===== src/design/gbte_pkg.sv =====
`timescale 1ns / 1ps
package gbte_pkg;

  localparam int CAPACITY    = 4096;
  localparam int ADDR_W      = 12;
  localparam int FIELD_W     = 13;
  localparam int MAX_PATTERN = 8;
  localparam int PAT_W       = 8 * MAX_PATTERN;
  localparam int LEN_W       = 4;

  localparam logic [7:0] NEWLINE_BYTE = 8'h0A;

  localparam logic [3:0] CMD_INSERT    = 4'd0;
  localparam logic [3:0] CMD_BACKSPACE = 4'd1;
  localparam logic [3:0] CMD_LEFT      = 4'd2;
  localparam logic [3:0] CMD_RIGHT     = 4'd3;
  localparam logic [3:0] CMD_LINES     = 4'd4;
  localparam logic [3:0] CMD_LINE_LEN  = 4'd5;
  localparam logic [3:0] CMD_FIND_FWD  = 4'd6;
  localparam logic [3:0] CMD_FIND_BACK = 4'd7;
  localparam logic [3:0] CMD_TO_SCREEN = 4'd8;
  localparam logic [3:0] CMD_TO_INDEX  = 4'd9;

  localparam logic [1:0] ST_DONE      = 2'd0;
  localparam logic [1:0] ST_REFUSED   = 2'd1;
  localparam logic [1:0] ST_NOT_FOUND = 2'd2;

  localparam logic REG_PAT_TEXT = 1'b0;
  localparam logic REG_PAT_LEN  = 1'b1;

  // Commands from the controller to the datapath.
  typedef struct packed {
    logic latch;
    logic exec;
    logic move_wr;
    logic scan;
    logic load_out;
  } ctl_cmd_t;

  // Status from the datapath to the controller.
  typedef struct packed {
    logic is_scan;
    logic is_move;
    logic move_ok;
    logic scan_end;
  } dp_stat_t;

endpackage


===== src/design/gbte_ctrl.sv =====
`timescale 1ns / 1ps
module gbte_ctrl
  import gbte_pkg::*;
(
  input  logic     clk,
  input  logic     rst_n,
  input  logic     in_valid,
  output logic     in_ready,
  output logic     out_valid,
  input  logic     out_ready,
  input  dp_stat_t stat,
  output ctl_cmd_t cmd
);

  localparam logic [2:0] S_IDLE    = 3'd0;
  localparam logic [2:0] S_EXEC    = 3'd1;
  localparam logic [2:0] S_MOVE_WR = 3'd2;
  localparam logic [2:0] S_SCAN    = 3'd3;
  localparam logic [2:0] S_DONE    = 3'd4;

  logic [2:0] state_r, state_nxt;
  logic       out_valid_r, out_valid_nxt;

  assign in_ready  = (state_r == S_IDLE);
  assign out_valid = out_valid_r;

  always_comb begin
    state_nxt    = state_r;
    cmd          = '0;
    cmd.latch    = (state_r == S_IDLE) && in_valid;
    unique case (state_r)
      S_IDLE: begin
        if (in_valid) state_nxt = S_EXEC;
      end
      S_EXEC: begin
        cmd.exec = 1'b1;
        if (stat.is_move && stat.move_ok) state_nxt = S_MOVE_WR;
        else if (stat.is_scan) state_nxt = S_SCAN;
        else state_nxt = S_DONE;
      end
      S_MOVE_WR: begin
        cmd.move_wr = 1'b1;
        state_nxt   = S_DONE;
      end
      S_SCAN: begin
        cmd.scan = 1'b1;
        if (stat.scan_end) state_nxt = S_DONE;
      end
      S_DONE: begin
        if (!out_valid_r || out_ready) begin
          cmd.load_out = 1'b1;
          state_nxt    = S_IDLE;
        end
      end
      default: state_nxt = S_IDLE;
    endcase
  end

  always_comb begin
    if (cmd.load_out) out_valid_nxt = 1'b1;
    else if (out_ready) out_valid_nxt = 1'b0;
    else out_valid_nxt = out_valid_r;
  end

  always_ff @(posedge clk) begin
    if (!rst_n) begin
      state_r     <= S_IDLE;
      out_valid_r <= 1'b0;
    end else begin
      state_r     <= state_nxt;
      out_valid_r <= out_valid_nxt;
    end
  end

endmodule


===== config.mk =====
export PLATFORM = sky130hd
export DESIGN_NAME = gbte_ctrl
export DESIGN_NICKNAME = d
export VERILOG_FILES = /design/src/design/gbte_pkg.sv /design/src/design/gbte_ctrl.sv
export SDC_FILE = /design/constraint.sdc
export NUM_CORES = 1
export LEC_CHECK = 0
export BUFFER_PORTS_ARGS = -buffer_cell sky130_fd_sc_hd__buf_4
export CORE_AREA = 2 2 39 41
export DETAILED_ROUTE_END_ITERATION = 8
export DIE_AREA = 0 0 41 43
export GPL_ROUTABILITY_DRIVEN = 1
export PLACE_DENSITY = 0.49
export RECOVER_POWER = 50
export SETUP_SLACK_MARGIN = 0.3
export SYNTH_ARGS = -nofsm -noshare
export SYNTH_HDL_FRONTEND = slang
export SYNTH_SLANG_ARGS = --single-unit

===== constraint.sdc =====
create_clock -name clk -period 2.2 [get_ports clk]
set_clock_uncertainty 0.05 [all_clocks]
set_input_delay 0.33 -clock clk [delete_from_list [all_inputs] [get_ports clk]]
set_output_delay 0.33 -clock clk [all_outputs]
set_load 0.005 [all_outputs]

# Word-level counts from Yosys, hierarchy flattened
# Cells that the tools add are included.
# word_totals
register_bits	4
latch_bits	0
mem_bits_rw	0
mem_bits_ro	0
elab_cells	29
memories	0
# classes
addsub	0
n_mul	0
n_div	0
magnitude_cmp	0
eq_ne	7
shift	0
muxes	13
bitwise	0
n_reduce_logical	7
# op_table
op	n
$mux W3	5
$pmux W3 S5	1
$mux W1	7
$eq A3 B2 Y1 const B	2
$ne A2 B2 Y1 const B	3
$eq A3 B1 Y1 const B	1
$eq A3 B3 Y1 const B	1
$logic_not A3 Y1	1
$reduce_and A3 Y1	1
$logic_and A1 B1 Y1	2
$reduce_bool A2 Y1	1
$logic_not A1 Y1	1
$logic_or A1 B1 Y1	1

# Longest topological paths before layout
# Gate-level depths: netlist (run 1).
# logic_depth
word_depth	5
depth_mapped	3
mapped_depth_nobuf	3

# Worst setup path before layout (run 1)
# Ideal clock, no wire load.
# synth_path
kind	flip-flop to output port
startpoint	register state_r[2]
endpoint	output cmd[0] (netlist bit)
arrival_ns	1.003
t_required_ns	1.820
slack_ns	0.817
path_stages_with_launch	4
path_buffers	1
path_cell_list	dfxtp_1 -> or3b_4 -> nor2b_1 -> buf_4
# synth_lines
item	line_no	text
start: declaration	gbte_ctrl.sv:21	logic [2:0] state_r, state_nxt;
start signal: assignment	gbte_ctrl.sv:70	state_r <= state_nxt;
end: declaration	gbte_ctrl.sv:12	output ctl_cmd_t cmd

==> summary.md, run 1 <==
| Metric | Value |
|---|---|
| TritonCTS buffer count | `3` |
| GR peak layer | `met2` |
| RR Endpoint | `state_r[1]$_SDFFE_PN0P_` |
| Area growth from synthesis to layout | `48.5%` |
| Place WS | `730 ps` |
| CP endpoint kind | `output port` |
| CTS tree | `done` |
| Worst Path Required | `1820 ps` |
| CTS Root Cell | `clkbuf_4` |
| R2R cell count | `3` |
| Hold path startpoint | `rst_n` |
| GPL Wtd Cong | `0.741` |
| Later-pin clock latency in the skew report | `230 ps` |
| Dpl cell area | `373 um^2` |
| EDFF count, synth | `0` |
| Number of max-cap violations | `0` |
| Min cycle time layout | `1690 ps` |
| # rows | `14` |
| Total power | `0.235 mW` |
| Drt wl/cell | `9.54 um` |
| Via density per instance | `4.32` |
| Worst vdd ir | `0.000220 V` |
| R2R setup slack | `900 ps` |
| Setup TNS | `0 ps` |
| Mapped cell area | `255 um^2` |
| Die X | `41 um` |
| Vias in the first global route | `213` |
| Most common cell after layout, fill and taps aside | `buf_4` |
| Min-Delay Path Class | `in -> reg` |
| GR Util met3 | `6.28%` |
| Ports | `15` |
| Htree depth | `1` |
| Async S/R FF share, synth | `0%` |
| ANT nets after route | `0` |
| Crit path launch type | `flop` |
| Ys flop type | `dfxtp_1` |
| Leakage | `0.170 nW` |
| Largest net degree at the start of global routing | `9` |
| GRT met1 Usage | `8.06%` |
| First-pass GRT wire length | `814 um` |
| Die height | `43 um` |
| Starting density of the core | `18.4%` |
| Diode count | `0` |
| Ys Warns | `0` |
| Met2 capacity usage during global routing | `9.38%` |
| Slew headroom | `85.3%` |
| Number of cells on the worst hold path | `3` |
| Number of buffers inserted by hold repair at cts | `0` |
| CP max FO | `7` |
| Max Clock Freq | `0.591 GHz` |
| Via count | `255` |
| Outcome | `finished, final reports clean` |
| PD cells | `621 nW/um^2` |
| Commonest non-fill, non-tap cells in the layout | `buf_4, a21oi_1, clkbuf_4, dfxtp_1` |
| Clock-pin slew on the worst setup and hold paths | `40 ps` |
| Initial antenna violation count | `0` |
| Port bufs | `14` |
| RSZ-0062 raised after global routing | `false` |
| Fin nets | `53` |
| Final Setup Violations | `0` |
| Synthesized net count | `35` |
| Remaining DRCs | `0` |
| Critical path class | `reg -> out` |
| Register area share after synthesis | `31.4%` |
| # Post-CTS Setup Buffers | `0` |
| Worst Setup Slack, final | `507 ps` |
| Post-CTS sizing | `0` |
| Gate count after technology mapping | `27` |
| Core Footprint | `1380 um^2` |
| Hold EP | `out_valid$_SDFFE_PN0P_` |
| Final Hold Viols | `0` |
| Yosys cell types | `19` |
| GRT overflow | `0` |
| Final WL | `563 um` |
| Maximum root-to-sink buffer count | `2` |
| Iter 0 DRT Violations | `6` |
| Clk sinks | `4` |
| Share of layout cells above drive strength 1 | `41.9%` |
| Synthesis-stage register bit count | `4` |
| TritonRoute pass-1 iters | `4` |
| Final instance area | `379 um^2` |
| Gr usage total | `7.34%` |
| Worst-Margin Slew | `219 ps` |
| Final period util | `76.9%` |
| Crit path DAT | `1310 ps` |
| Syn avg cell area | `9.45 um^2` |
| Slew Viols, Final | `0` |
| FF-to-FF Start | `state_r[2]$_SDFFE_PN0P_` |
| Die area | `1760 um^2` |
## cell families (layout without fill, tap and decap cells)
| kind of cell | Yosys count | after routing | share of synthesized area [%] |
|---|---|---|---|
| compound gates | 8 | 8 | 24.5 |
| buf+inv | 3 | 19 | 5.88 |
| flops | 4 | 4 | 31.4 |
| simple gates | 12 | 12 | 38.2 |
## sequential cells by signal, indices dropped and copies added, names as in the netlist
register / count
out_valid: 1
state_r: 3
## Yosys cell counts (all sizes together), types with 2 or more instances
| master | count | area [um^2] |
|---|---|---|
| inv | 2 | 7.51 |
| nor3b | 2 | 15.0 |
| dfxtp | 4 | 80.1 |
| and2 | 2 | 15.0 |
| a21oi | 4 | 20.0 |
## worst max-delay path by stage
stage | start | end | slack (ps) | cells past startpoint
final | state_r[0]$_SDFFE_PN0P_ | cmd[4] | 510 | 4
after global routing | state_r[0]$_SDFFE_PN0P_ | cmd[4] | 410 | 4
after CTS | state_r[0]$_SDFFE_PN0P_ | cmd[4] | 470 | 4
after detailed placement | state_r[0]$_SDFFE_PN0P_ | cmd[4] | 730 | 4
after global placement | state_r[0]$_SDFFE_PN0P_ | cmd[4] | 710 | 4
after floorplan | state_r[2]$_SDFFE_PN0P_ | cmd[0] | 820 | 3
## report_power, final
part / switching [mW] / internal [mW] / total, mW
Clock: 0.0293 / 0.0610 / 0.0903
Sequential: 0.00743 / 0.0786 / 0.0861
Combinational: 0.0220 / 0.0370 / 0.0590
Total: 0.0588 / 0.177 / 0.235
## through the flow
stage	std cells	util (%)	hold WS [ps]
5_1_grt	59	27.4	316
6_report	59	27.4	324
2_1_floorplan	27	-	414
3_5_place_dp	56	26.9	553
3_3_place_gp	56	26.9	539
4_1_cts	59	28.6	312
## per-layer routing
layer | share of wire [%] | vias up | routed length [um]
li1 | - | 134 | -
met1 | 45 | 105 | 254
met2 | 40 | 16 | 227
met3 | 14 | 0 | 80
met4 | 0 | 0 | 0
met5 | 0 | - | 0
## critical path: stages (launching register included)
cell     delay (ps)
dfxtp_1         350
or3_1           430
inv_1            90
and2_1          120
buf_4           100
## layout make-up
cell class | instances | area (um^2)
fillers | 155 | 1000
multi-input cells | 20 | 144
repair buffers | 14 | 105
flip-flops and latches | 4 | 80.1
clock buffers | 3 | 22.5
well taps | 16 | 20.0
inverters | 2 | 7.51
(Power assumes the default switching activity.)
==> run 2: changes to the inputs <==
Settings changed: ABC_AREA set to 1.
Clock period 2.2 ns to 1.63 ns, I/O delays scaled along.
==> run 2 against run 1 <==
Compared with the run above: cell count grew 29%; count of clock-buffer cells in the layout is the same; wire length grew 24%; via count grew 24%.
==> summary.md, run 2 <==
| Metric | Value |
|---|---|
| Final period util | `88.5%` |
| Ports | `15 (unchanged)` |
| Ys flop type | `dfxtp_1` |
| TritonRoute pass-1 iters | `4 (unchanged)` |
| Number of buffers inserted by hold repair at cts | `0 (unchanged)` |
| Die area | `1760 um^2 (unchanged)` |
| Vias in the first global route | `304 (+43%)` |
| Total power | `0.477 mW (+100%)` |
| Max reg flops | `3 (unchanged)` |
| CTS Root Cell | `clkbuf_4` |
| Diode count | `0 (unchanged)` |
| Largest reg by FF count | `state_r` |
| GPL Wtd Cong | `0.722 (-2.5%)` |
| Top cell type by total area after synthesis | `dfxtp_1` |
| Critical path class | `reg -> out` |
| EDFF count, synth | `0 (unchanged)` |
| Maximum root-to-sink buffer count | `2 (unchanged)` |
| First-pass GRT wire length | `1070 um (+31%)` |
| Later-pin clock latency in the skew report | `240 ps (about the same)` |
| Drt wl/cell | `9.17 um (-3.9%)` |
| CP endpoint kind | `output port` |
| Slew Viols, Final | `0 (unchanged)` |
| Worst-Margin Slew | `348 ps (+128 ps)` |
| Synthesis-stage register bit count | `4 (unchanged)` |
| RSZ-0062 raised after global routing | `true` |
| Clock-pin slew on the worst setup and hold paths | `40 ps (about the same)` |
| Worst Path Required | `1340 ps (-480 ps)` |
| Min cycle time layout | `1440 ps` |
| CP Cell Sequence | `nor4_1, buf_4` |
| Area share of the largest cell type after synthesis | `30.8% (-0.60 points)` |
| Mapped cell area | `260 um^2 (+2.0%)` |
| Core Footprint | `1380 um^2 (unchanged)` |
| CP max stage cell | `nor4_1` |
| Crit path DAT | `1150 ps (-160 ps)` |
| Remaining DRCs | `0 (unchanged)` |
| Fin nets | `70 (+32%)` |
| Largest cells by area after synthesis | `dfxtp_1, nand2_1, nor2_1, inv_1, nand3_1` |
| PD cells | `1110 nW/um^2 (+79%)` |
| Largest net degree at the start of global routing | `7 (-2)` |
| Min-Delay Path Class | `in -> reg` |
| Commonest non-fill, non-tap cells in the layout | `buf_4, nand2_1, nor2_1` |
| Register area share after synthesis | `30.8% (-0.60 points)` |
| Via count | `316 (+24%)` |
| Async S/R FF share, synth | `0% (unchanged)` |
| Yosys cell types | `13 (-6)` |
| Synth cell count leaders | `nand2_1, nor2_1, inv_1` |
| Most common cell after layout, fill and taps aside | `buf_4` |
| Iter 0 DRT Violations | `2 (-4)` |
| HPWL Detailed | `518 um` |
| Syn avg cell area | `6.05 um^2 (-36%)` |
| Gate count after technology mapping | `43 (+59%)` |
| Max Clock Freq | `0.693 GHz` |
| Worst vdd ir | `0.000343 V (+56%)` |
| Reg area | `87.6 um^2 (+9.4%)` |
| Core Util, Final | `31.0% (+3.6 points)` |
| GRT overflow | `0 (unchanged)` |
| Worst stage delay on the critical path | `380 ps (-50 ps)` |
| Number of max-cap violations | `0 (unchanged)` |
| ANT nets after route | `0 (unchanged)` |
| Share of layout cells above drive strength 1 | `48.3% (+6.5 points)` |
| Die height | `43 um (unchanged)` |
| Leakage | `0.220 nW (+30%)` |
| Ys Warns | `0 (unchanged)` |
| Final Hold Viols | `0 (unchanged)` |
| # rows | `14 (unchanged)` |
| Multi-input gate area | `155 um^2 (+7.8%)` |
| Die X | `41 um (unchanged)` |
| Outcome | `finished, final reports clean` |
| Htree depth | `1 (unchanged)` |
| Fillers | `167 (+7.7%)` |
| Slew headroom | `76.6% (-8.7 points)` |
| CP max FO | `5 (-2)` |
| Area growth from synthesis to layout | `64.9%` |
| Final WL | `697 um (+24%)` |
| Setup TNS | `0 ps (unchanged)` |
| TritonCTS buffer count | `3 (unchanged)` |
| Synthesized net count | `51 (+46%)` |
| Crit path launch type | `flop` |
| Initial antenna violation count | `0 (unchanged)` |
| Port bufs | `14 (unchanged)` |
| Final Setup Violations | `0 (unchanged)` |
| Via density per instance | `4.16 (-3.8%)` |
| CTS tree | `done` |
| Clk sinks | `4 (unchanged)` |
| Gr usage total | `9.55% (+2.2 points)` |
| Starting density of the core | `18.8% (+0.36 points)` |
[run 2: cell count changes after synthesis, moves of 2 or more]
cell	before	now
nand2_1	0	10
nor2_1	0	10
inv_1	2	6
nand3_1	0	4
a21oi_1	4	1
nor2_2	0	2
nor3b_1	2	0
[run 2: final timing paths]
path,startpoint,to,slack [ps],cells after the start
setup / recovery,state_r[1]$_SDFFE_PN0P_,cmd[0],190,2
hold / removal,rst_n,state_r[2]$_SDFFE_PN0P_,200,3
setup reg to reg,state_r[1]$_SDFFE_PN0P_,state_r[2]$_SDFFE_PN0P_,440,7
hold reg to reg,state_r[2]$_SDFFE_PN0P_,state_r[2]$_SDFFE_PN0P_,540,4
[run 2: cell type report]
cell class,count,area share (%)
Sequential cell,4,20.4
Tap cell,16,4.66
Clock buffer,3,5.25
Multi-Input combinational cell,31,36.2
Inverter,7,7.29
Timing Repair Buffer,15,26.2
[run 2: logic make-up after synthesis]
family          Yosys count  share of synthesized area [%]
simple gates             29                           52.4
buf+inv                   8                           13.0
flops                     4                           30.8
compound gates            2                           3.84
[run 2: stage by stage]
| stage | instance area (um^2) | setup WS (ps) | hold slack, ps | std cells |
|---|---|---|---|---|
| floorplan | 260 | 532 | 315 | 43 |
| global placement | 378 | 439 | 444 | 72 |
| detailed placement | 378 | 443 | 449 | 72 |
| CTS | 418 | 274 | 195 | 75 |
| global route | 429 | 146 | 216 | 76 |
| finish | 429 | 187 | 196 | 76 |
[run 2: timing repair]
item                                   CTS  global route
setup endpoints to repair                4             4
resized for setup                        6            11
pin swaps                                1             3
endpoints found under the hold margin    0             0
setup buffers                            0             1
[run 2: critical path: cells and delay by family, from the launching register on]
family	cells	cell delay, ps
buffers and inverters	1	180
flip-flops	1	360
AND/OR/NAND/NOR	1	380
[run 2: report_power, final]
part           total (mW)  switching [mW]  internal, mW  leakage (nW)
Clock               0.124          0.0413        0.0824        0.0138
Combinational       0.203          0.0990         0.104         0.172
Sequential          0.150          0.0283         0.122        0.0341
[run 2: metal layers]
| metal | global-route usage (%) | vias up | part of all wire [%] | wire [um] |
|---|---|---|---|---|
| met4 | 10.0 | 0 | 3.7 | 26 |
| li1 | - | 165 | - | - |
| met1 | 9.68 | 139 | 38 | 266 |
| met3 | 3.14 | 3 | 3.6 | 25 |
| met2 | 13.8 | 9 | 54 | 379 |
| met5 | 0 | - | 0 | 0 |
